### src/rtl/epp_pkg.sv
// ============================================================================
// epp_pkg - envelope peak picker package
// Default widths, register defaults, register indexes and result codes.
// ============================================================================
package epp_pkg;

    // default field widths
    localparam int INDEX_BITS_DEF  = 16;
    localparam int SAMPLE_BITS_DEF = 16;

    // configuration port
    localparam int CFG_DATA_BITS  = 16;
    localparam int CFG_INDEX_BITS = 3;

    localparam logic [CFG_INDEX_BITS-1:0] REG_THRESHOLD       = 3'd0;
    localparam logic [CFG_INDEX_BITS-1:0] REG_SEARCH_START    = 3'd1;
    localparam logic [CFG_INDEX_BITS-1:0] REG_SEARCH_END      = 3'd2;
    localparam logic [CFG_INDEX_BITS-1:0] REG_SPACING_WINDOW  = 3'd3;
    localparam logic [CFG_INDEX_BITS-1:0] REG_REPLACE_WINDOW  = 3'd4;
    localparam logic [CFG_INDEX_BITS-1:0] REG_FALLBACK_ENABLE = 3'd5;

    // register reset values
    localparam logic [CFG_DATA_BITS-1:0] THRESHOLD_RST      = 16'd768;
    localparam logic [CFG_DATA_BITS-1:0] SEARCH_START_RST   = 16'd1;
    localparam logic [CFG_DATA_BITS-1:0] SEARCH_END_RST     = 16'd65534;
    localparam logic [CFG_DATA_BITS-1:0] SPACING_WINDOW_RST = 16'd20;
    localparam logic [CFG_DATA_BITS-1:0] REPLACE_WINDOW_RST = 16'd10;

    // pick counter
    localparam int COUNT_BITS = 16;

    // candidate skip after any candidate
    localparam logic [1:0] SKIP_COUNT = 2'd2;

    // result kinds
    localparam logic KIND_PICK    = 1'b0;
    localparam logic KIND_SUMMARY = 1'b1;

    // result queue: one item can cause up to three results
    localparam int MAX_RESULTS = 3;
    localparam int QUEUE_DEPTH = 4;

endpackage

### src/rtl/envelope_peak_picker.sv
// ============================================================================
// envelope_peak_picker - threshold peak picking with minimum spacing
// Examines each envelope sample against its neighbors, holds and refines
// picks, emits final picks and a per-trace summary into a result queue.
// ============================================================================
// Results of a sample are written into the queue registers at its transfer.
// Throughput: one sample per cycle; each result leaves the queue in its own
// cycle, and in_ready needs three free queue slots (queue depth 4).
// Reset: rst_n clears registers to defaults and all trace state; the queue
// starts empty. Trace state clears again after each end_of_trace.
module envelope_peak_picker #(
    parameter int INDEX_BITS  = epp_pkg::INDEX_BITS_DEF,
    parameter int SAMPLE_BITS = epp_pkg::SAMPLE_BITS_DEF
) (
    input  logic                               clk,
    input  logic                               rst_n,
    // configuration write port
    input  logic                               cfg_write,
    input  logic [epp_pkg::CFG_INDEX_BITS-1:0] cfg_index,
    input  logic [epp_pkg::CFG_DATA_BITS-1:0]  cfg_data,
    // sample channel
    input  logic                               in_valid,
    output logic                               in_ready,
    input  logic [SAMPLE_BITS-1:0]             ee_sample,
    input  logic                               end_of_trace,
    // result channel
    output logic                               out_valid,
    input  logic                               out_ready,
    output logic                               result_kind,
    output logic [INDEX_BITS-1:0]              pick_index,
    output logic [SAMPLE_BITS-1:0]             pick_value,
    output logic [epp_pkg::COUNT_BITS-1:0]     pick_total,
    output logic                               used_fallback,
    output logic                               last_of_run
);

    localparam int CW    = (INDEX_BITS > epp_pkg::CFG_DATA_BITS) ?
                           INDEX_BITS : epp_pkg::CFG_DATA_BITS;
    localparam int TW    = (SAMPLE_BITS > epp_pkg::CFG_DATA_BITS) ?
                           SAMPLE_BITS : epp_pkg::CFG_DATA_BITS;
    localparam int QD    = epp_pkg::QUEUE_DEPTH;
    localparam int AW    = $clog2(QD);
    localparam int QCW   = $clog2(QD + 1);
    localparam int CB    = epp_pkg::COUNT_BITS;
    localparam logic [INDEX_BITS-1:0] IDX_MAX = {INDEX_BITS{1'b1}};
    localparam logic [CB-1:0]         CNT_MAX = {CB{1'b1}};
    localparam logic [QCW-1:0]        READY_LIMIT = QCW'(QD - epp_pkg::MAX_RESULTS);

    typedef struct packed {
        logic                   kind;
        logic [INDEX_BITS-1:0]  idx;
        logic [SAMPLE_BITS-1:0] val;
        logic [CB-1:0]          total;
        logic                   fallback;
        logic                   last;
    } result_t;

    // ------------------------------------------------------------------
    // configuration registers
    // ------------------------------------------------------------------
    logic [epp_pkg::CFG_DATA_BITS-1:0] threshold_reg;
    logic [epp_pkg::CFG_DATA_BITS-1:0] search_start_reg;
    logic [epp_pkg::CFG_DATA_BITS-1:0] search_end_reg;
    logic [epp_pkg::CFG_DATA_BITS-1:0] spacing_window_reg;
    logic [epp_pkg::CFG_DATA_BITS-1:0] replace_window_reg;
    logic                              fallback_enable_reg;

    always_ff @(posedge clk or negedge rst_n)
    begin
        if (!rst_n)
        begin
            threshold_reg       <= epp_pkg::THRESHOLD_RST;
            search_start_reg    <= epp_pkg::SEARCH_START_RST;
            search_end_reg      <= epp_pkg::SEARCH_END_RST;
            spacing_window_reg  <= epp_pkg::SPACING_WINDOW_RST;
            replace_window_reg  <= epp_pkg::REPLACE_WINDOW_RST;
            fallback_enable_reg <= 1'b0;
        end
        else if (cfg_write)
        begin
            case (cfg_index)
                epp_pkg::REG_THRESHOLD:       threshold_reg       <= cfg_data;
                epp_pkg::REG_SEARCH_START:    search_start_reg    <= cfg_data;
                epp_pkg::REG_SEARCH_END:      search_end_reg      <= cfg_data;
                epp_pkg::REG_SPACING_WINDOW:  spacing_window_reg  <= cfg_data;
                epp_pkg::REG_REPLACE_WINDOW:  replace_window_reg  <= cfg_data;
                epp_pkg::REG_FALLBACK_ENABLE: fallback_enable_reg <= cfg_data[0];
                default: ;
            endcase
        end
    end

    // ------------------------------------------------------------------
    // trace state
    // ------------------------------------------------------------------
    logic [INDEX_BITS-1:0]  pos_reg,        pos_next;
    logic [SAMPLE_BITS-1:0] earlier_reg,    earlier_next;
    logic [SAMPLE_BITS-1:0] middle_reg,     middle_next;
    logic [1:0]             skip_reg,       skip_next;
    logic                   held_valid_reg, held_valid_next;
    logic [INDEX_BITS-1:0]  held_index_reg, held_index_next;
    logic [SAMPLE_BITS-1:0] held_value_reg, held_value_next;
    logic [CB-1:0]          count_reg,      count_next;
    logic [SAMPLE_BITS-1:0] best_value_reg, best_value_next;
    logic [INDEX_BITS-1:0]  best_index_reg, best_index_next;

    logic in_xfer;
    logic out_xfer;

    // per-sample detection terms
    logic [INDEX_BITS-1:0]  m_idx;
    logic [INDEX_BITS-1:0]  pick_gap;
    logic                   examine;
    logic                   in_win;
    logic                   new_pick;
    logic                   emit_old;
    logic                   below_half;
    result_t                res_old;
    result_t                res_held;
    result_t                res_sum;

    assign in_xfer  = in_valid && in_ready;
    assign out_xfer = out_valid && out_ready;
    assign m_idx    = pos_reg - INDEX_BITS'(1);
    assign pick_gap = m_idx - held_index_reg;

    always_comb
    begin
        pos_next        = pos_reg;
        earlier_next    = earlier_reg;
        middle_next     = middle_reg;
        skip_next       = skip_reg;
        held_valid_next = held_valid_reg;
        held_index_next = held_index_reg;
        held_value_next = held_value_reg;
        count_next      = count_reg;
        best_value_next = best_value_reg;
        best_index_next = best_index_reg;
        new_pick        = 1'b0;

        // sample m = pos-1 is examined when m+1 arrives, until pos saturates
        examine    = (pos_reg != IDX_MAX) && (pos_reg != '0);
        in_win     = examine && (m_idx != '0) &&
                     (CW'(m_idx) >= CW'(search_start_reg)) &&
                     (CW'(m_idx) <= CW'(search_end_reg));
        below_half = {middle_reg, 1'b0} < {1'b0, held_value_reg};

        if (pos_reg != IDX_MAX)
        begin
            // window maximum for fallback
            if (in_win && (middle_reg > best_value_reg))
            begin
                best_value_next = middle_reg;
                best_index_next = m_idx;
            end

            if (examine && (skip_reg != 2'd0))
            begin
                skip_next = skip_reg - 2'd1;
            end
            else if (in_win && (TW'(middle_reg) > TW'(threshold_reg)) &&
                     (earlier_reg <= middle_reg) && (ee_sample <= middle_reg))
            begin
                new_pick = 1'b1;
                // near the held pick: replace, drop if below half, else keep
                if (held_valid_reg && (CW'(pick_gap) < CW'(spacing_window_reg)))
                begin
                    if ((CW'(pick_gap) < CW'(replace_window_reg)) &&
                        (middle_reg > held_value_reg))
                    begin
                        held_index_next = m_idx;
                        held_value_next = middle_reg;
                        new_pick        = 1'b0;
                    end
                    else if (below_half)
                    begin
                        new_pick = 1'b0;
                    end
                end
                if (new_pick)
                begin
                    held_valid_next = 1'b1;
                    held_index_next = m_idx;
                    held_value_next = middle_reg;
                    if (count_reg != CNT_MAX)
                        count_next = count_reg + CB'(1);
                end
                skip_next = epp_pkg::SKIP_COUNT;
            end

            earlier_next = middle_reg;
            middle_next  = ee_sample;
            pos_next     = pos_reg + INDEX_BITS'(1);
        end

        emit_old = new_pick && held_valid_reg;

        // results this sample can cause, in order
        res_old.kind     = epp_pkg::KIND_PICK;
        res_old.idx      = held_index_reg;
        res_old.val      = held_value_reg;
        res_old.total    = '0;
        res_old.fallback = 1'b0;
        res_old.last     = !end_of_trace;

        res_held.kind     = epp_pkg::KIND_PICK;
        res_held.idx      = held_index_next;
        res_held.val      = held_value_next;
        res_held.total    = '0;
        res_held.fallback = 1'b0;
        res_held.last     = 1'b0;

        res_sum.kind = epp_pkg::KIND_SUMMARY;
        res_sum.last = 1'b1;
        if ((count_next == '0) && fallback_enable_reg)
        begin
            res_sum.idx      = best_index_next;
            res_sum.val      = best_value_next;
            res_sum.total    = CB'(1);
            res_sum.fallback = 1'b1;
        end
        else
        begin
            res_sum.idx      = '0;
            res_sum.val      = '0;
            res_sum.total    = count_next;
            res_sum.fallback = 1'b0;
        end

        // trace end clears all trace state
        if (end_of_trace)
        begin
            pos_next        = '0;
            earlier_next    = '0;
            middle_next     = '0;
            skip_next       = 2'd0;
            held_valid_next = 1'b0;
            held_index_next = '0;
            held_value_next = '0;
            count_next      = '0;
            best_value_next = '0;
            best_index_next = '0;
        end
    end

    always_ff @(posedge clk or negedge rst_n)
    begin
        if (!rst_n)
        begin
            pos_reg        <= '0;
            earlier_reg    <= '0;
            middle_reg     <= '0;
            skip_reg       <= 2'd0;
            held_valid_reg <= 1'b0;
            held_index_reg <= '0;
            held_value_reg <= '0;
            count_reg      <= '0;
            best_value_reg <= '0;
            best_index_reg <= '0;
        end
        else if (in_xfer)
        begin
            pos_reg        <= pos_next;
            earlier_reg    <= earlier_next;
            middle_reg     <= middle_next;
            skip_reg       <= skip_next;
            held_valid_reg <= held_valid_next;
            held_index_reg <= held_index_next;
            held_value_reg <= held_value_next;
            count_reg      <= count_next;
            best_value_reg <= best_value_next;
            best_index_reg <= best_index_next;
        end
    end

    // ------------------------------------------------------------------
    // result queue (power-of-two depth, pointers wrap naturally)
    // ------------------------------------------------------------------
    result_t           queue_reg [QD];
    logic [AW-1:0]     wr_ptr_reg, wr_ptr_next;
    logic [AW-1:0]     rd_ptr_reg, rd_ptr_next;
    logic [QCW-1:0]    fill_reg,   fill_next;
    logic [1:0]        push_count;
    logic              push_held;
    logic              push_sum;
    logic [AW-1:0]     ptr_a;
    logic [AW-1:0]     ptr_b;
    logic [AW-1:0]     ptr_c;

    // a pick is held at trace end if one was held or this sample made one
    assign push_held = in_xfer && end_of_trace && (held_valid_reg || new_pick);
    assign push_sum  = in_xfer && end_of_trace;
    assign ptr_a     = wr_ptr_reg;
    assign ptr_b     = ptr_a + AW'(in_xfer && emit_old);
    assign ptr_c     = ptr_b + AW'(push_held);
    assign push_count = 2'(in_xfer && emit_old) + 2'(push_held) + 2'(push_sum);

    always_comb
    begin
        wr_ptr_next = wr_ptr_reg + AW'(push_count);
        rd_ptr_next = rd_ptr_reg + AW'(out_xfer);
        fill_next   = fill_reg + QCW'(push_count) - QCW'(out_xfer);
    end

    always_ff @(posedge clk or negedge rst_n)
    begin
        if (!rst_n)
        begin
            wr_ptr_reg <= '0;
            rd_ptr_reg <= '0;
            fill_reg   <= '0;
        end
        else
        begin
            wr_ptr_reg <= wr_ptr_next;
            rd_ptr_reg <= rd_ptr_next;
            fill_reg   <= fill_next;
        end
    end

    // queue payload, no reset needed
    always_ff @(posedge clk)
    begin
        if (in_xfer && emit_old)
            queue_reg[ptr_a] <= res_old;
        if (push_held)
            queue_reg[ptr_b] <= res_held;
        if (push_sum)
            queue_reg[ptr_c] <= res_sum;
    end

    // ------------------------------------------------------------------
    // handshake and output drive
    // ------------------------------------------------------------------
    assign in_ready  = (fill_reg <= READY_LIMIT);
    assign out_valid = (fill_reg != '0);

    assign result_kind   = queue_reg[rd_ptr_reg].kind;
    assign pick_index    = queue_reg[rd_ptr_reg].idx;
    assign pick_value    = queue_reg[rd_ptr_reg].val;
    assign pick_total    = queue_reg[rd_ptr_reg].total;
    assign used_fallback = queue_reg[rd_ptr_reg].fallback;
    assign last_of_run   = queue_reg[rd_ptr_reg].last;

    // ------------------------------------------------------------------
    // assertions
    // ------------------------------------------------------------------
    a_queue_bound: assert property (@(posedge clk) disable iff (!rst_n)
        fill_reg <= QCW'(QD))
        else $error("result queue overflow");

    a_skip_bound: assert property (@(posedge clk) disable iff (!rst_n)
        skip_reg <= epp_pkg::SKIP_COUNT)
        else $error("skip counter out of range");

    a_held_counted: assert property (@(posedge clk) disable iff (!rst_n)
        held_valid_reg |-> (count_reg != '0))
        else $error("held pick without pick count");

    a_trace_clear: assert property (@(posedge clk) disable iff (!rst_n)
        (in_xfer && end_of_trace) |=> ((pos_reg == '0) && !held_valid_reg && out_valid))
        else $error("trace state not cleared after trace end");

endmodule

### config.mk
export PLATFORM = sky130hd
export DESIGN_NAME = envelope_peak_picker
export DESIGN_NICKNAME = d
export VERILOG_FILES = /design/src/rtl/epp_pkg.sv /design/src/rtl/envelope_peak_picker.sv
export SDC_FILE = /design/constraint.sdc
export NUM_CORES = 1
export LEC_CHECK = 0
export BUFFER_PORTS_ARGS = -buffer_cell sky130_fd_sc_hd__buf_2
export CAP_MARGIN = 30
export CORE_UTILIZATION = 35
export DETAILED_ROUTE_END_ITERATION = 10
export PLACE_DENSITY = 0.49
export SETUP_SLACK_MARGIN = 0.02
export SLEW_MARGIN = 20
export SYNTH_ARGS = -nofsm -noshare
export SYNTH_HDL_FRONTEND = slang
export SYNTH_SLANG_ARGS = --single-unit
### constraint.sdc
create_clock -name clk -period 7.9 [get_ports clk]
set_input_delay 1.58 -clock clk [delete_from_list [all_inputs] [get_ports clk]]
set_output_delay 1.58 -clock clk [all_outputs]
set_load 0.01 [all_outputs]
==> results.yml, run 1 <==
synthesis:
  synth.distinct_cells: 77
  yosys_warnings: 0
  syn_inst: 2642
  synthesis.area_mm2: 0.0263
  yosys_register_bits: 423
  syn_avg_cell_area_um2: 9.95
  async_flop_share: 0.518
  synth_nets: 2871
  synth_edf_count: 196
  synth_ff_type: "dfrtp_1"
  synth-seq-area-share: 0.440
layout:
  drive_above_1_share: 0.152
  utilization: 0.401
  largest_reg_flops: 204
  final_nets: 2907
  layout.cells.most_common: "nand2_1"
  area_delta_synth_final_pct: 13.4
  final_area_mm2: 0.0298
  final_cell_mix: "nand2_1 (315), edfxtp_1 (196), dfrtp_1 (195), inv_1 (187), ha_1 (183)"
  diodes: 0
worst_setup_path:
  worst-path-max-fanout: 35
  cp_common_cell: "ha_1"
  rr_worst_depth: 28
  reg2reg_to: "queue_reg[0][22]$_DFFE_PP_"
  crit_path_max_incr_delay_ps: 570
  required_ps: 8190
  start_kind: "register"
  worstPathArrival_ps: 7660
  slowest_stage: "a31oi_1"
  r2r_setup_slack_ps: 530
  r2r_start: "pos_reg[5]$_DFFE_PN0P_"
  worst-setup-path-type: "register to register"
  critPathCaptureType: "register"
drt:
  drt_iter0_drc: 1848
  wl_um: 86200
  ant_nets: 0
  wl_per_cell_um: 23.3
  route.detailed.drc: 0
  num_vias: 21600
  via_per_inst: 5.86
  drt_first_pass_iters: 5
timing:
  setup_viol: 0
  fin_worst_skew_ps: 19.7
  fin_tns_setup_ps: 0
  worst_pin_slew_ps: 975
  final-hold-violation-count: 0
  grt_setup_unrepaired: "false"
  fin_crit_ps: 7370
  drv_slew: 0
  min_period_over_period: 0.933
  fmax_mhz: 136
  relSlewSlack: 0.343
  fin_worst_hold_slack_ps: 445
min_path:
  min_path_cells: 2
  holdPathEnd: "queue_reg[0][50]$_SDFFE_PP1P_"
  holdCritStartpoint: "queue_reg[0][50]$_SDFFE_PP1P_"
  holdCritPathClass: "register to register"
placement:
  io_buffers: 93
  place.gp.congestion: 0.892
  hpwl_um: 58500
  placed_cell_area_mm2: 0.0279
global_route:
  grt_pass1_vias: 21300
  antenna_found_initial: 1
  track_usage: 0.223
  grt-ovfl-total: 0
  grt_pass1_wl_um: 132000
  grt_max_degree: 159
cts:
  hold_buffers: 0
  tritoncts: "yes"
  insertion_delay_ps: 610
  cts_buffer_depth: 3
  cts_inserted_buffers: 52
  root_buffer: "clkbuf_16"
  htreeDepth: 2
  clock_sinks: 423
  path_clk_slew_ps: 60
floorplanning:
  rows: 100
  coreArea_mm2: 0.0743
  die_height_um: 276
  initial_core_util: 0.354
  pin_count: 94
  die_x_um: 276
  dieArea_mm2: 0.0762
power:
  power.leakage_nw: 11.6
  peakVddDrop_uv: 190
  pwr_density_cell_mw_per_mm2: 404
outcome:
  status: "completed"
job:
  cap_violations: 0
## metal layers
metal,track usage,routed length (um)
met1,0.324,40400
met2,0.343,38400
met3,0.0362,5410
met4,0.0586,1900
met5,0,13
## through the flow
step | setup slack [ps] | cells | power [mW]
2_1_floorplan | 219 | 2642 | 7.34
3_3_place_gp | 481 | 3584 | 9.37
3_5_place_dp | 351 | 3585 | 9.53
4_1_cts | 316 | 3683 | 12.0
5_1_grt | 3.74 | 3691 | 13.0
6_report | 533 | 3691 | 12.0
## synthesized netlist by cell type (8+ instances only)
library cell | count | area (um2)
a211oi_1 | 10 | 75.1
a21o_1 | 11 | 82.6
a21oi_1 | 71 | 355
a22o_1 | 30 | 263
a22oi_1 | 31 | 233
and3_1 | 8 | 50.1
buf_2 | 37 | 185
clkbuf_1 | 145 | 544
dfrtp_1 | 197 | 4930
dfstp_2 | 22 | 578
dfxtp_1 | 8 | 160
edfxtp_1 | 196 | 5890
ha_1 | 185 | 2310
inv_1 | 189 | 709
mux2_2 | 24 | 270
mux2i_1 | 29 | 290
mux4_2 | 51 | 1150
nand2_1 | 324 | 1220
nand3_1 | 41 | 205
nand4_1 | 166 | 1040
nor2_1 | 146 | 548
nor2b_1 | 10 | 62.6
nor3_1 | 21 | 105
nor4_1 | 18 | 113
o211ai_1 | 137 | 1030
o21a_1 | 14 | 105
o21ai_0 | 151 | 756
o22ai_1 | 44 | 275
o31ai_1 | 134 | 1010
or3_1 | 9 | 56.3
xnor2_1 | 38 | 333
xor2_1 | 25 | 219
## where the power goes
part / switching (mW) / internal [mW] / total, mW
sequential: 0.580 / 2.81 / 3.39
clock: 0.991 / 1.46 / 2.45
combinational: 3.74 / 2.47 / 6.21
total: 5.31 / 6.74 / 12.0
## final cells by class
class / instances / area (um2)
clock buffers: 76 / 1520
fillers: 7366 / 44500
flip-flops and latches: 423 / 11600
multi-input cells: 1826 / 13300
well taps: 969 / 1210
repair buffers: 185 / 1310
inverters: 190 / 713
clock inverters: 22 / 220
## worst max-delay path: cells and delay by family, from the launching register on
family	cells	cell delay [ps]
flops	1	480
fa+ha+maj	3	980
xor+xnor	3	720
compound gates	9	1890
buf+inv	4	910
simple gates	9	2050
## logic make-up (layout without fill, tap and decap cells)
group	after synthesis	in the layout	synth area share
compound gates	680	680	0.178
xor+xnor	63	63	0.0210
fa+ha+maj	188	188	0.0904
buf+inv	393	473	0.0609
flops	423	423	0.440
mux	105	105	0.0656
simple gates	790	790	0.144
## how the worst max path moves through the flow
stage / depth (start not counted) / startpoint / end / slack [ps]
after floorplan: 30 / pos_reg[0]$_DFFE_PN0P_ / queue_reg[0][10]$_SDFFCE_PN0P_ / 220
after global placement: 29 / pos_reg[1]$_DFFE_PN0P_ / queue_reg[3][39]$_DFFE_PP_ / 480
after detailed placement: 33 / pos_reg[1]$_DFFE_PN0P_ / fill_reg[2]$_DFF_PN0_ / 350
after CTS: 33 / pos_reg[1]$_DFFE_PN0P_ / fill_reg[2]$_DFF_PN0_ / 320
after global routing: 30 / pos_reg[1]$_DFFE_PN0P_ / queue_reg[3][44]$_DFFE_PP_ / 4
final: 28 / pos_reg[5]$_DFFE_PN0P_ / queue_reg[0][22]$_DFFE_PP_ / 530
## timing repair
item	4_1_cts	5_1_grt
setup endpoints to repair	0	402
buffers inserted	0	3
gates resized for setup	0	18
No activity file was read; power rests on OpenSTA's default activity.
==> inputs of run 2 (changes only) <==
--- a/config.mk
+++ b/config.mk
@@ -6,10 +6,12 @@
 export NUM_CORES = 1
 export LEC_CHECK = 0
 export BUFFER_PORTS_ARGS = -buffer_cell sky130_fd_sc_hd__buf_2
-export CAP_MARGIN = 30
+export CAP_MARGIN = 20
+export CELL_PAD_IN_SITES_DETAIL_PLACEMENT = 0
+export CELL_PAD_IN_SITES_GLOBAL_PLACEMENT = 1
 export CORE_UTILIZATION = 35
 export DETAILED_ROUTE_END_ITERATION = 10
-export PLACE_DENSITY = 0.49
+export PLACE_DENSITY = 0.59
 export SETUP_SLACK_MARGIN = 0.02
 export SLEW_MARGIN = 20
 export SYNTH_ARGS = -nofsm -noshare
==> constraint.sdc (replaced) <==
create_clock -name clk -period 7.9 [get_ports clk]
set_input_delay 0.395 -clock clk [delete_from_list [all_inputs] [get_ports clk]]
set_output_delay 0.395 -clock clk [all_outputs]
set_load 0.01 [all_outputs]
==> results.yml, run 2 (synthesis gave the netlist of run 1 again) <==
power:
  total_power_mw: 12.0
  pwr_density_cell_mw_per_mm2: 402
  peakVddDrop_uv: 177
  power.leakage_nw: 11.7
worst_setup_path:
  crit_path_max_incr_delay_ps: 540
  worst-path-max-fanout: 68
  required_ps: 8250
  slowest_stage: "xor2_1"
  critical_path.n_buffers_inverters: 4
  start_kind: "register"
  path_delay_family: "compound AO/OA/AOI/OAI gates"
  worst-setup-path-type: "register to register"
  critPathCaptureType: "register"
  worstPathArrival_ps: 7830
cts:
  cts_inserted_buffers: 51
  insertion_delay_ps: 620
  path_clk_slew_ps: 60
  htreeDepth: 2
  clock_sinks: 423
  cts_buffer_depth: 3
  root_buffer: "clkbuf_16"
  tritoncts: "yes"
timing:
  relSlewSlack: 0.264
  grt_setup_unrepaired: "false"
  worst_pin_slew_ps: 1090
  fin_worst_hold_slack_ps: 38.8
  drv_slew: 0
  fin_tns_setup_ps: 0
  min_period_over_period: 0.947
  final-hold-violation-count: 0
  fin_worst_skew_ps: 24.1
  fin_crit_ps: 7480
  fmax_mhz: 134
  setup_viol: 0
layout:
  area_delta_synth_final_pct: 13.9
  fillers: 7268
  layout.cells.most_common: "nand2_1"
  regArea_mm2: 0.0116
  multi_input_area_mm2: 0.0133
  largest_reg_flops: 204
  diodes: 0
  final_cell_mix: "nand2_1 (314), edfxtp_1 (196), dfrtp_1 (195), inv_1 (189), ha_1 (184)"
  utilization: 0.403
  final_nets: 2914
  drive_above_1_share: 0.151
floorplanning:
  initial_core_util: 0.354
  rows: 100
  die_height_um: 276
  die_x_um: 276
  dieArea_mm2: 0.0762
  pin_count: 94
  coreArea_mm2: 0.0743
global_route:
  grt_pass1_vias: 21300
  antenna_found_initial: 0
  track_usage: 0.224
  grt-ovfl-total: 0
  grt_pass1_wl_um: 132000
  grt_max_degree: 159
drt:
  num_vias: 21400
  route.detailed.drc: 0
  via_per_inst: 5.80
  wl_um: 86600
  drt_iter0_drc: 1756
  drt_first_pass_iters: 5
  ant_nets: 0
  wl_per_cell_um: 23.4
job:
  cap_violations: 0
outcome:
  status: "completed"
placement:
  hpwl_um: 57600
  io_buffers: 93
  place.gp.congestion: 0.836
min_path:
  holdCritPathClass: "input pin to register"
-- run 2: area by class of cell --
type,instances,area share
multi-input cells,1826,0.443
repair buffers,193,0.0477
inverters,190,0.0238
clock inverters,14,0.00757
well taps,969,0.0405
flip-flops and latches,423,0.386
clock buffers,82,0.0509
-- run 2: report_power, final --
group          switching (mW)  leakage (nW)  internal [mW]
sequential              0.451          4.58           2.81
clock                   0.980         0.857           1.48
combinational            3.83          6.25           2.49
total                    5.26          11.7           6.79
-- run 2: path summary, 6_finish.rpt --
check	from	endpoint	slack [ps]	cells past startpoint
setup / recovery	pos_reg[3]$_DFFE_PN0P_	queue_reg[0][38]$_DFFE_PP_	420	25
hold / removal	ee_sample[6]	middle_reg[6]$_DFFE_PN0P_	40	3
setup reg to reg	pos_reg[3]$_DFFE_PN0P_	queue_reg[0][38]$_DFFE_PP_	420	25
hold reg to reg	queue_reg[3][50]$_SDFFE_PP1P_	queue_reg[3][50]$_SDFFE_PP1P_	440	2
max in group asynchronous	rst_n	search_start_reg[9]$_DFFE_PN0P_	6080	3
min in group asynchronous	rst_n	best_index_reg[6]$_DFFE_PN0P_	340	2
-- run 2: routing by layer --
layer,wire [um],global-route usage
met3,5360,0.0335
met4,1860,0.0610
met1,40200,0.322
met5,0,0
met2,39100,0.351
-- run 2: through the flow --
stage	worst slack, ps	instances	area, um2
6_report	417	3697	29900
4_1_cts	70.0	3697	29900
3_3_place_gp	204	3593	28000
5_1_grt	47.8	3697	29900
2_1_floorplan	219	2642	26300
3_5_place_dp	84.8	3593	28000
-- run 2: worst min-delay path, cell delays in order --
cell and delay (ps):
buf_2 100, nand2_1 40, o21ai_0 60
-- run 2: timing repair --
action,CTS,global route
endpoints found under the hold margin,68,0
setup buffers,0,0
hold buffers,8,0
resized for setup,0,14
endpoints found under the setup margin,0,400
